## config.mk

```make
export PLATFORM = sky130hd
export DESIGN_NAME = row_fir_clamped_edges
export DESIGN_NICKNAME = d
export VERILOG_FILES = /design/src/sv/rfce_pkg.sv /design/src/sv/rfce_ctrl.sv /design/src/sv/rfce_dp.sv /design/src/sv/row_fir_clamped_edges.sv
export SDC_FILE = /design/constraint.sdc
export NUM_CORES = 2
export LEC_CHECK = 0
export BUFFER_PORTS_ARGS = -buffer_cell sky130_fd_sc_hd__buf_2
export CAP_MARGIN = 20
export CORE_UTILIZATION = 25
export DETAILED_ROUTE_END_ITERATION = 16
export GPL_TIMING_DRIVEN = 0
export PLACE_DENSITY = 0.48
export SYNTH_ARGS = -nofsm -noshare
export SYNTH_HDL_FRONTEND = slang
export SYNTH_SLANG_ARGS = --single-unit
```

## constraint.sdc

```tcl
create_clock -name i_clk -period 18.55 [get_ports i_clk]
set_input_delay 0.9275 -clock i_clk [delete_from_list [all_inputs] [get_ports i_clk]]
set_output_delay 0.9275 -clock i_clk [all_outputs]
set_load 0.02 [all_outputs]
```

## src/sv/rfce_pkg.sv

```systemverilog
// shared types and constants of the row fir with clamped edges
package rfce_pkg;

    localparam int SAMPLE_BITS      = 16;
    localparam int DEF_MAX_ORDER    = 7;
    localparam int DEF_COEFF_BITS   = 16;
    localparam int ORD_BITS         = 3;
    localparam int POS_BITS         = 4;
    localparam int POS_LIMIT        = 15;
    localparam int CFG_BITS         = 64;
    localparam int CFG_IDX_BITS     = 2;
    localparam int NUM_HALF_COEFFS  = 8;

    localparam logic [CFG_IDX_BITS-1:0] CFG_COEF_LO = 2'd0;
    localparam logic [CFG_IDX_BITS-1:0] CFG_COEF_HI = 2'd1;
    localparam logic [CFG_IDX_BITS-1:0] CFG_ORDER   = 2'd2;
    localparam logic [CFG_IDX_BITS-1:0] CFG_ANTI    = 2'd3;

    typedef struct packed {
        logic signed [SAMPLE_BITS-1:0] pixel_value;
        logic                          last_in_row;
    } t_in_word;

    typedef struct packed {
        logic signed [SAMPLE_BITS-1:0] filtered_value;
        logic                          run_last;
        logic                          row_done;
    } t_out_word;

    typedef struct packed {
        logic accept;
        logic tap;
        logic write_out;
        logic next_result;
    } t_dp_cmd;

    typedef struct packed {
        logic has_result;
        logic last_tap;
        logic last_result;
        logic out_free;
    } t_dp_stat;

endpackage

```

## src/sv/rfce_ctrl.sv

```systemverilog
// controller state machine: sequences taps and results of one word
module rfce_ctrl
    import rfce_pkg::*;
(
    input  logic     i_clk,
    input  logic     i_rst_n,
    input  logic     i_in_valid,
    input  t_dp_stat i_stat,
    output t_dp_cmd  o_cmd,
    output logic     o_in_stall
);

    localparam logic [1:0] S_IDLE  = 2'd0;
    localparam logic [1:0] S_TAP   = 2'd1;
    localparam logic [1:0] S_DRAIN = 2'd2;
    localparam logic [1:0] S_WRITE = 2'd3;

    logic [1:0] r_state;
    logic [1:0] n_state;

    always_ff @(posedge i_clk) begin
        if (!i_rst_n) begin
            r_state <= S_IDLE;
        end else begin
            r_state <= n_state;
        end
    end

    always_comb begin
        o_cmd   = '0;
        n_state = r_state;
        unique case (r_state)
            S_IDLE: begin
                if (i_in_valid) begin
                    o_cmd.accept = 1'b1;
                    if (i_stat.has_result) begin
                        n_state = S_TAP;
                    end
                end
            end
            S_TAP: begin
                o_cmd.tap = 1'b1;
                if (i_stat.last_tap) begin
                    n_state = S_DRAIN;
                end
            end
            // last product lands in the accumulator
            S_DRAIN: begin
                n_state = S_WRITE;
            end
            S_WRITE: begin
                if (i_stat.out_free) begin
                    o_cmd.write_out = 1'b1;
                    if (i_stat.last_result) begin
                        n_state = S_IDLE;
                    end else begin
                        o_cmd.next_result = 1'b1;
                        n_state = S_TAP;
                    end
                end
            end
        endcase
    end

    assign o_in_stall = (r_state != S_IDLE);

endmodule

```

## src/sv/rfce_dp.sv

```systemverilog
// datapath: config registers, sample window, shared multiply-accumulate, output register
module rfce_dp
    import rfce_pkg::*;
#(
    parameter int MAX_ORDER  = DEF_MAX_ORDER,
    parameter int COEFF_BITS = DEF_COEFF_BITS
) (
    input  logic                    i_clk,
    input  logic                    i_rst_n,
    input  logic                    i_cfg_we,
    input  logic [CFG_IDX_BITS-1:0] i_cfg_index,
    input  logic [CFG_BITS-1:0]     i_cfg_data,
    input  t_in_word                i_in_data,
    input  t_dp_cmd                 i_cmd,
    output t_dp_stat                o_stat,
    input  logic                    i_out_stall,
    output logic                    o_out_valid,
    output t_out_word               o_out_data
);

    localparam int WIN_DEPTH = 2 * MAX_ORDER + 1;
    localparam int JW        = $clog2(WIN_DEPTH);
    localparam int OFF_BITS  = JW + 1;
    localparam int CMP_BITS  = OFF_BITS + POS_BITS;
    localparam int PROD_BITS = SAMPLE_BITS + COEFF_BITS;
    localparam int ACC_BITS  = PROD_BITS + 4;
    localparam int EXT_BITS  = 2 * CFG_BITS;

    localparam logic signed [ACC_BITS-1:0] RND =
        {{(ACC_BITS-COEFF_BITS+1){1'b0}}, 1'b1, {(COEFF_BITS-2){1'b0}}};
    localparam logic signed [ACC_BITS-1:0] SAT_HI =
        {{(ACC_BITS-SAMPLE_BITS+1){1'b0}}, {(SAMPLE_BITS-1){1'b1}}};
    localparam logic signed [ACC_BITS-1:0] SAT_LO = ~SAT_HI;

    logic [CFG_BITS-1:0]  r_coef_lo;
    logic [CFG_BITS-1:0]  r_coef_hi;
    logic [ORD_BITS-1:0]  r_order;
    logic                 r_anti;

    logic signed [SAMPLE_BITS-1:0] r_win [WIN_DEPTH];
    logic signed [SAMPLE_BITS-1:0] r_left;
    logic [POS_BITS-1:0]  r_row_pos;
    logic [POS_BITS-1:0]  r_seen;
    logic                 r_last;
    logic [ORD_BITS-1:0]  r_d;
    logic [JW-1:0]        r_j;

    logic signed [PROD_BITS-1:0] r_prod;
    logic                 r_prod_neg;
    logic                 r_prod_vld;
    logic signed [ACC_BITS-1:0]  r_acc;

    logic                 r_out_vld;
    t_out_word            r_out_data;

    logic [EXT_BITS-1:0]  w_lo_ext;
    logic [EXT_BITS-1:0]  w_hi_ext;
    logic signed [COEFF_BITS-1:0] w_lane [NUM_HALF_COEFFS];
    logic [ORD_BITS-1:0]  w_ord;
    logic [ORD_BITS-1:0]  w_d_start;
    logic signed [OFF_BITS-1:0] w_tdiff;
    logic signed [OFF_BITS-1:0] w_abs;
    logic signed [OFF_BITS-1:0] w_off;
    logic [ORD_BITS-1:0]  w_k;
    logic                 w_neg;
    logic signed [COEFF_BITS-1:0]  w_coef;
    logic signed [SAMPLE_BITS-1:0] w_sample;
    logic signed [PROD_BITS-1:0]   w_prod;
    logic signed [ACC_BITS-1:0]    w_sum;
    logic signed [ACC_BITS-1:0]    w_shr;
    logic signed [SAMPLE_BITS-1:0] w_sat;

    // lane bits above bit 63 of a register read as zero
    assign w_lo_ext = {{CFG_BITS{1'b0}}, r_coef_lo};
    assign w_hi_ext = {{CFG_BITS{1'b0}}, r_coef_hi};

    always_comb begin
        for (int l = 0; l < NUM_HALF_COEFFS / 2; l++) begin
            w_lane[l]   = w_lo_ext[l*COEFF_BITS +: COEFF_BITS];
            w_lane[l+4] = w_hi_ext[l*COEFF_BITS +: COEFF_BITS];
        end
    end

    assign w_ord = (r_order > ORD_BITS'(MAX_ORDER)) ? ORD_BITS'(MAX_ORDER) : r_order;
    assign w_d_start = (i_in_data.last_in_row && (r_row_pos < POS_BITS'(w_ord)))
                     ? ORD_BITS'(r_row_pos) : w_ord;

    // tap t = j - order, sample offset d - t from the newest sample
    assign w_tdiff = OFF_BITS'(r_j) - OFF_BITS'(w_ord);
    assign w_abs   = w_tdiff[OFF_BITS-1] ? -w_tdiff : w_tdiff;
    assign w_k     = w_abs[ORD_BITS-1:0];
    assign w_neg   = r_anti && !w_tdiff[OFF_BITS-1];
    assign w_off   = OFF_BITS'(r_d) + OFF_BITS'(w_ord) - OFF_BITS'(r_j);
    assign w_coef  = w_lane[w_k];

    always_comb begin
        if (w_off[OFF_BITS-1]) begin
            w_sample = r_win[0];
        end else if (CMP_BITS'($unsigned(w_off)) > CMP_BITS'(r_seen)) begin
            w_sample = r_left;
        end else begin
            w_sample = r_win[w_off[JW-1:0]];
        end
    end

    assign w_prod = w_coef * w_sample;

    // round half up, then saturate
    assign w_sum = r_acc + RND;
    assign w_shr = w_sum >>> (COEFF_BITS - 1);
    always_comb begin
        if (w_shr > SAT_HI) begin
            w_sat = SAT_HI[SAMPLE_BITS-1:0];
        end else if (w_shr < SAT_LO) begin
            w_sat = SAT_LO[SAMPLE_BITS-1:0];
        end else begin
            w_sat = w_shr[SAMPLE_BITS-1:0];
        end
    end

    assign o_stat.has_result  = i_in_data.last_in_row || (r_row_pos >= POS_BITS'(w_ord));
    assign o_stat.last_tap    = (r_j == JW'({w_ord, 1'b0}));
    assign o_stat.last_result = !r_last || (r_d == '0);
    assign o_stat.out_free    = !r_out_vld || !i_out_stall;

    always_ff @(posedge i_clk) begin
        if (!i_rst_n) begin
            r_coef_lo  <= '0;
            r_coef_hi  <= '0;
            r_order    <= ORD_BITS'(1);
            r_anti     <= 1'b0;
            r_row_pos  <= '0;
            r_prod_vld <= 1'b0;
            r_out_vld  <= 1'b0;
        end else begin
            if (i_cfg_we) begin
                unique case (i_cfg_index)
                    CFG_COEF_LO: r_coef_lo <= i_cfg_data;
                    CFG_COEF_HI: r_coef_hi <= i_cfg_data;
                    CFG_ORDER:   r_order   <= i_cfg_data[ORD_BITS-1:0];
                    CFG_ANTI:    r_anti    <= i_cfg_data[0];
                endcase
            end
            if (i_cmd.accept) begin
                if (i_in_data.last_in_row) begin
                    r_row_pos <= '0;
                end else if (r_row_pos < POS_BITS'(POS_LIMIT)) begin
                    r_row_pos <= r_row_pos + 1'b1;
                end
            end
            r_prod_vld <= i_cmd.tap;
            if (i_cmd.write_out) begin
                r_out_vld <= 1'b1;
            end else if (!i_out_stall) begin
                r_out_vld <= 1'b0;
            end
        end
    end

    always_ff @(posedge i_clk) begin
        if (i_cmd.accept) begin
            for (int i = WIN_DEPTH - 1; i > 0; i--) begin
                r_win[i] <= r_win[i-1];
            end
            r_win[0] <= i_in_data.pixel_value;
            if (r_row_pos == '0) begin
                r_left <= i_in_data.pixel_value;
            end
            r_seen <= r_row_pos;
            r_last <= i_in_data.last_in_row;
            r_d    <= w_d_start;
        end else if (i_cmd.next_result) begin
            r_d <= r_d - 1'b1;
        end
        if (i_cmd.accept || i_cmd.next_result) begin
            r_j   <= '0;
            r_acc <= '0;
        end else begin
            if (i_cmd.tap) begin
                r_j <= r_j + 1'b1;
            end
            if (r_prod_vld) begin
                r_acc <= r_prod_neg ? r_acc - ACC_BITS'(r_prod) : r_acc + ACC_BITS'(r_prod);
            end
        end
        if (i_cmd.tap) begin
            r_prod     <= w_prod;
            r_prod_neg <= w_neg;
        end
        if (i_cmd.write_out) begin
            r_out_data.filtered_value <= w_sat;
            r_out_data.run_last       <= o_stat.last_result;
            r_out_data.row_done       <= r_last && (r_d == '0);
        end
    end

    assign o_out_valid = r_out_vld;
    assign o_out_data  = r_out_data;

endmodule

```

## src/sv/row_fir_clamped_edges.sv

```systemverilog
// top level of the row fir filter with replicated row borders
//
//  channel   direction  handshake              payload
//  cfg       in         i_cfg_we               i_cfg_index, i_cfg_data
//  in        in         i_in_valid/o_in_stall  i_in_data (t_in_word)
//  out       out        o_out_valid/i_out_stall o_out_data (t_out_word)
//
// a word that gives no result is only accepted; a word with results stalls
// the input while the single shared multiply-accumulate walks the 2 * order + 1
// taps of each result one per cycle, then drains and writes each result.
// reset is synchronous and active low; no clearing pass is needed.
// one finished result waits in the output register while the next is computed;
// a stalled output holds the controller only when a second result is ready.
module row_fir_clamped_edges
    import rfce_pkg::*;
#(
    parameter int MAX_ORDER  = DEF_MAX_ORDER,
    parameter int COEFF_BITS = DEF_COEFF_BITS
) (
    input  logic                    i_clk,
    input  logic                    i_rst_n,
    input  logic                    i_cfg_we,
    input  logic [CFG_IDX_BITS-1:0] i_cfg_index,
    input  logic [CFG_BITS-1:0]     i_cfg_data,
    input  logic                    i_in_valid,
    output logic                    o_in_stall,
    input  t_in_word                i_in_data,
    output logic                    o_out_valid,
    input  logic                    i_out_stall,
    output t_out_word               o_out_data
);

    t_dp_cmd  w_cmd;
    t_dp_stat w_stat;

    rfce_ctrl u_ctrl (
        .i_clk      (i_clk),
        .i_rst_n    (i_rst_n),
        .i_in_valid (i_in_valid),
        .i_stat     (w_stat),
        .o_cmd      (w_cmd),
        .o_in_stall (o_in_stall)
    );

    rfce_dp #(
        .MAX_ORDER  (MAX_ORDER),
        .COEFF_BITS (COEFF_BITS)
    ) u_dp (
        .i_clk       (i_clk),
        .i_rst_n     (i_rst_n),
        .i_cfg_we    (i_cfg_we),
        .i_cfg_index (i_cfg_index),
        .i_cfg_data  (i_cfg_data),
        .i_in_data   (i_in_data),
        .i_cmd       (w_cmd),
        .o_stat      (w_stat),
        .i_out_stall (i_out_stall),
        .o_out_valid (o_out_valid),
        .o_out_data  (o_out_data)
    );

    // never overwrite a result that is still waiting
    a_no_overwrite: assert property (@(posedge i_clk) disable iff (!i_rst_n)
        w_cmd.write_out |-> (!o_out_valid || !i_out_stall))
        else $error("result written over a waiting word");

    a_run_last_flag: assert property (@(posedge i_clk) disable iff (!i_rst_n)
        (w_cmd.write_out && w_stat.last_result) |=> (o_out_valid && o_out_data.run_last))
        else $error("last result of a word lost its run_last flag");

    a_row_done_last: assert property (@(posedge i_clk) disable iff (!i_rst_n)
        (o_out_valid && o_out_data.row_done) |-> o_out_data.run_last)
        else $error("row_done without run_last");

    // no new word while taps of the current one are in flight
    a_accept_quiet: assert property (@(posedge i_clk) disable iff (!i_rst_n)
        w_cmd.accept |-> !w_cmd.tap && !w_cmd.write_out)
        else $error("word accepted during a result computation");

endmodule
```

==> Word-level counts from Yosys, hierarchy flattened <==
Memories as Yosys holds them, arrays and structs flattened.
Cells that the tools add are included.
{ "classes": {"n_addsub": 10, "n_mul": 1, "order_cmp": 8, "eq_ne": 12, "n_mux": 30, "bitwise_logic": 1, "n_reduce_logical": 25} }
{ "ops": {"columns": ["operator", "n"], "rows": [
  ["$mux 16", 5],
  ["$bmux 16 s3", 1],
  ["$add 36x16->36 const B", 1],
  ["$add 36x32->36", 1],
  ["$mux 36", 1],
  ["$sub 36x32->36", 1],
  ["$mul 16x16->32", 1],
  ["$gt 21x16->1 const B", 1],
  ["$lt 21x16->1 const B", 1],
  ["$mux 3", 5],
  ["$mux 2", 6],
  ["$reduce_and 2->1", 6],
  ["$mux 1", 9],
  ["$add 4x1->4 const B", 2],
  ["$eq 2x2->1 const B", 4],
  ["$mux 4", 2],
  ["$ne 2x1->1 const B", 4],
  ["$pmux 2 s4", 1],
  ["$reduce_bool 2->1", 3],
  ["$gt 5x4->1", 1],
  ["$sub 4x3->5", 1],
  ["$sub 5x4->5", 1],
  ["$add 3x3->4", 1],
  ["$eq 2x1->1 const B", 2],
  ["17 further kinds", 26]
]} }
{ "word_totals": {"ff_bits": 255, "mem_bits_rw": 240, "input_bits": 88, "output_inout_bits": 20, "word_cells": 107, "n_memories": 1} }
{ "mem_list": {"columns": ["name", "words", "word_bits", "read_ports", "rd_ports_with_merged_regs", "wr", "line_no", "rtl"], "rows": [
  ["u_dp.r_win", 15, 16, 15, 0, 15, "rfce_dp.sv:40", "logic signed [SAMPLE_BITS-1:0] r_win [WIN_DEPTH];"]
]} }

==> Logic depth before layout (Yosys ltp) <==
{ "logic_depth": {"depth_word": 10, "depth_mapped": 44} }

==> By module <==
Synthesis repeated with hierarchy kept, for this count alone.
{ "unflattened": {"hier_cells": 2998, "hier_area_um2": 33091.7} }
{ "by_module_without_submodules": {"columns": ["mod", "instances", "cells_each", "area_per_inst_um2", "seq_area_each_um2"], "rows": [
  ["rfce_dp", 1, 2970, 32836.5, 13022.5],
  ["rfce_ctrl", 1, 28, 255.2, 40.0]
]} }

==> Worst setup path before layout <==
Ideal clock, no wire load.
{ "synth_timing": {"path_type": "register to register", "from": "reg u_dp.r_order[0]", "to": "reg u_dp.r_prod[30] (data pin)", "setup_ps": 258, "t_arrival_ps": 9797, "setup_slack_ps": 8496, "stages_incl_launch_ff": 40, "period_less_slack_ps": 10054, "path_cell_list": "dfxtp_1 -> ha_1 -> inv_1 -> fa_1 -> inv_1 -> fa_1 -> xnor2_2 -> inv_2 -> buf_2 -> buf_1 -> ha_1 -> o21ai_0 -> nand2b_1 -> a21oi_1 -> a41o_1 -> clkbuf_1 -> buf_2 -> mux2i_1 -> [... 4 more ...] -> fa_1 -> fa_1 -> fa_1 -> fa_1 -> fa_1 -> inv_1 -> fa_1 -> inv_1 -> ha_1 -> a21oi_1 -> nor2b_1 -> o21ai_0 -> nand2b_1 -> a2111oi_1 -> a311oi_4 -> a211o_1 -> a21oi_1 -> xnor2_1"} }
{ "synth_via": {"elab_chain_len": 10} }
{ "synth_lines": {"columns": ["item", "line_no", "rtl"], "rows": [
  ["start, declared", "rfce_dp.sv:37", "logic [ORD_BITS-1:0] r_order;"],
  ["start signal, assigned", "rfce_dp.sv:140", "CFG_ORDER: r_order <= i_cfg_data[ORD_BITS-1:0];"],
  ["$gt 3x3->1", "rfce_dp.sv:84", "assign w_ord = (r_order > ORD_BITS'(MAX_ORDER)) ? ORD_BITS'(MAX_ORDER) : r_order;"],
  ["$mux 3 (*)", "rfce_dp.sv:84", null],
  ["branches (longest 7 deep; another with $mem_v2 15x16)", null, null],
  ["$mul 16x16->32 (*)", "rfce_dp.sv:106", "assign w_prod = w_coef * w_sample;"],
  ["via u_dp.w_prod[30]", "rfce_dp.sv:68", "logic signed [PROD_BITS-1:0] w_prod;"],
  ["end signal, assigned", "rfce_dp.sv:187", "r_prod <= w_prod;"],
  ["end, declared", "rfce_dp.sv:48", "logic signed [PROD_BITS-1:0] r_prod;"]
]} }
Mark *: on every way through the listed nets, which the timed path passes. The select of a mux whose other input is x is not followed.
A chain may end at the register's enable or synchronous reset.

==> Final worst setup path <==
Ends and elaborated chain as after synthesis.

==> results by group <==
Timing
  • Final total negative setup slack: 0 ns
  • Final critical delay including setup and external delays: 12.59 ns
  • Tightest Pin Transition: 1.15 ns
  • Max-slew violations: 0
  • Rel. slew slack: 23.1%
  • Clock Skews: 0.0648 ns
  • Number of failing setup endpoints in the final timing report: 0
  • Worst setup slack after layout: 5.96 ns
  • RSZ-0062 raised after global routing: false
  • Final hold violation count: 0
  • Final cycle utilization of the critical path: 67.9%
  • Max Fclk: 0.0794 GHz

Critical path
  • WP data arrival: 12.99 ns
  • CP Class: reg -> reg
  • Most common cell type on the critical path: sky130_fd_sc_hd__fa_1
  • Delay of the slowest cell on the worst path: 0.89 ns
  • Largest driver fanout on the critical path: 10
  • Capturing element type of the critical path: flop
  • Startpoint types: flop
  • Highest-delay cell along the critical path: sky130_fd_sc_hd__a21oi_1
  • Worst Path Required: 18.96 ns

Floorplanning
  • I/O pin count: 108
  • Core ar.: 128000 um2
  • Placement row count: 131
  • Total Die Area: 131000 um2
  • Chip Height: 362 um
  • Initial Utilization: 25.3%
  • Chip width: 362 um

Clocking
  • CTS resizes: 0
  • H-tree depth reported by CTS: 2
  • Setup Fix Bufs, Post-CTS: 0
  • Clock insertion delay at the later pin of the skew report: 0.67 ns
  • Clock transition at the registers of the reported paths: 0.06 ns
  • CTS Root Cell: sky130_fd_sc_hd__clkbuf_16
  • Sink Count: 495
  • Number of clock buffers inserted by TritonCTS: 57
  • Worst-case clock buffer depth: 3
  • Number of hold buffers added after cts: 0
  • CTS tree: done

Synthesis
  • Most used DFF post-synth: sky130_fd_sc_hd__edfxtp_1
  • Post-synthesis net count: 3482
  • Warning count from the yosys run: 0
  • Synthesized cell area: 32500 um2
  • Mean cell area of the mapped netlist: 10.9 um2
  • Count of different cell masters after synthesis: 83
  • Leading area contributor after synthesis: sky130_fd_sc_hd__edfxtp_1
  • Asr flop ratio synth: 0%
  • Sequential fraction of the synthesis area: 40.2%
  • Leading cell types by total area after synthesis: sky130_fd_sc_hd__edfxtp_1, sky130_fd_sc_hd__fa_1, sky130_fd_sc_hd__dfxtp_1
  • Post-synthesis instance total: 2983
  • Synthesis-stage register bit count: 495
  • Number of enable-type register cells in the synthesized netlist: 315
  • Post-synth top cells: sky130_fd_sc_hd__nand2_1, sky130_fd_sc_hd__inv_1, sky130_fd_sc_hd__edfxtp_1, sky130_fd_sc_hd__fa_1, sky130_fd_sc_hd__nor2_1
  • Top cell type's share of synthesized area: 29.1%
  • Top-count cell post-synth: sky130_fd_sc_hd__nand2_1

Status
  • Status: finished, final reports clean

Global routing
  • Number of global-route vias before repair: 23200
  • Largest net degree at the start of global routing: 107
  • First-pass GRT wire length: 139000 um
  • GR Overflow Total: 0
  • Number of antenna violations at the first check in global routing: 4
  • All-layer global routing usage: 13.9%

Placed design
  • Post-placement worst setup slack: 5.84 ns
  • Routability-driven placement congestion ratio: 0.859
  • HPWL Detailed: 69300 um
  • Total of buffers placed on input and output ports: 107

Detailed routing
  • Drt drc: 0
  • First-pass iteration count of the detailed router: 8
  • Number of antenna-violating nets in the routed design: 0
  • First DRT Iteration DRCs: 1412
  • Routed wirelength normalized by instance count: 18.4 um
  • Avg Vias per Cell: 4.51
  • Via count: 22300
  • Total wire length after detailed routing: 90800 um

Run
  • Number of maximum-capacitance constraint violations: 0

Finish
  • Layout-stage area growth over the synthesis result: 14.9%
  • Fraction of final layout cells sized beyond drive strength 1: 11.8%
  • Total Nets Final: 3668

Hold path
  • Hold Crit Class: reg -> reg
[flip-flops by register name, indices dropped and copies added (netlist names)]
name	flops
u_ctrl.r_state	2
u_dp.o_out_data	18
u_dp.o_out_valid	1
u_dp.r_acc	36
u_dp.r_anti	1
u_dp.r_coef_hi	64
u_dp.r_coef_lo	64
u_dp.r_d	3
u_dp.r_j	4
u_dp.r_last	1
u_dp.r_left	16
u_dp.r_order	3
u_dp.r_prod	32
u_dp.r_prod_neg	1
u_dp.r_prod_vld	1
u_dp.r_row_pos	4
u_dp.r_seen	4
u_dp.r_win	240
[through the flow]
stage,cell area (um2),cells,hold slack (ns),utilization (%)
2_1_floorplan,32500,2983,0.421,-
3_3_place_gp,35200,4819,0.422,27.4
3_5_place_dp,35400,4834,0.428,27.6
4_1_cts,37300,4935,0.387,29.1
5_1_grt,37300,4940,0.401,29.1
6_report,37300,4942,0.400,29.1
[critical path: cells and delay by family, from the launching register on]
family	cells	cell delay (ns)
compound gates	11	3.33
flops	1	0.50
mux	1	0.23
buf+inv	9	2.77
fa+ha+maj	11	4.92
simple gates	4	0.29
xor+xnor	2	0.33
[placed cells by master (no fill, tap or decap), types with 85 or more instances in the layout]
cell	instances
sky130_fd_sc_hd__fa_1	266
sky130_fd_sc_hd__edfxtp_1	315
sky130_fd_sc_hd__a21oi_1	187
sky130_fd_sc_hd__dfxtp_1	180
sky130_fd_sc_hd__nor2_1	253
sky130_fd_sc_hd__nand2_1	412
sky130_fd_sc_hd__clkbuf_1	86
sky130_fd_sc_hd__inv_1	369
sky130_fd_sc_hd__mux2i_1	92
sky130_fd_sc_hd__ha_1	144
sky130_fd_sc_hd__buf_2	135
sky130_fd_sc_hd__xnor2_1	85
[logic make-up (layout without fill, tap and decap cells)]
kind of cell             count (synthesis)  count (layout)  synth area share (%)
AO/OA/AOI/OAI                          429             429                  8.26
XOR/XNOR                               120             120                  3.26
adder cells (fa/ha/maj)                411             411                  22.0
buffers and inverters                  490             718                  5.88
flip-flops                             495             495                  40.2
multiplexers                           192             192                  9.15
other                                    0               2                     0
AND/OR/NAND/NOR                        846             846                  11.2
[layout make-up]
type	count	area (um2)
Fill cell	13400	90900
Multi-Input combinational cell	1998	17500
Sequential cell	495	13100
Tap cell	1729	2160
Clock buffer	73	1530
Inverter	374	1410
Timing Repair Buffer	127	749
Buffer	116	504
Clock inverter	28	387
Antenna cell	2	5.00
[per-layer routing]
metal  up-vias  routed length (um)  part of all wire (%)  track usage (%)
li1      10400                   -                     -                -
met1     11200               41700                    46             18.8
met2       524               41600                    46             22.6
met3       113                5140                   5.7             2.56
met4         2                2390                   2.6             4.14
met5         -                  13                 0.014                0
[path summary, 6_finish.rpt]
kind                                startpoint                          to  slack [ns]  depth (start not counted)
hold / removal      u_dp.r_win[8][5]$_DFFE_PP_  u_dp.r_win[9][5]$_DFFE_PP_        0.40                          0
setup / recovery  u_dp.r_order[0]$_SDFFE_PN1P_   u_dp.r_prod[30]$_DFFE_PP_        5.96                         38
setup reg to reg  u_dp.r_order[0]$_SDFFE_PN1P_   u_dp.r_prod[30]$_DFFE_PP_        5.96                         38
hold reg to reg     u_dp.r_win[8][5]$_DFFE_PP_  u_dp.r_win[9][5]$_DFFE_PP_        0.40                          0
Power is left out: the tool's default activity adds up to more than one toggle a clock period on the data nets, which glitch-free logic cannot reach.
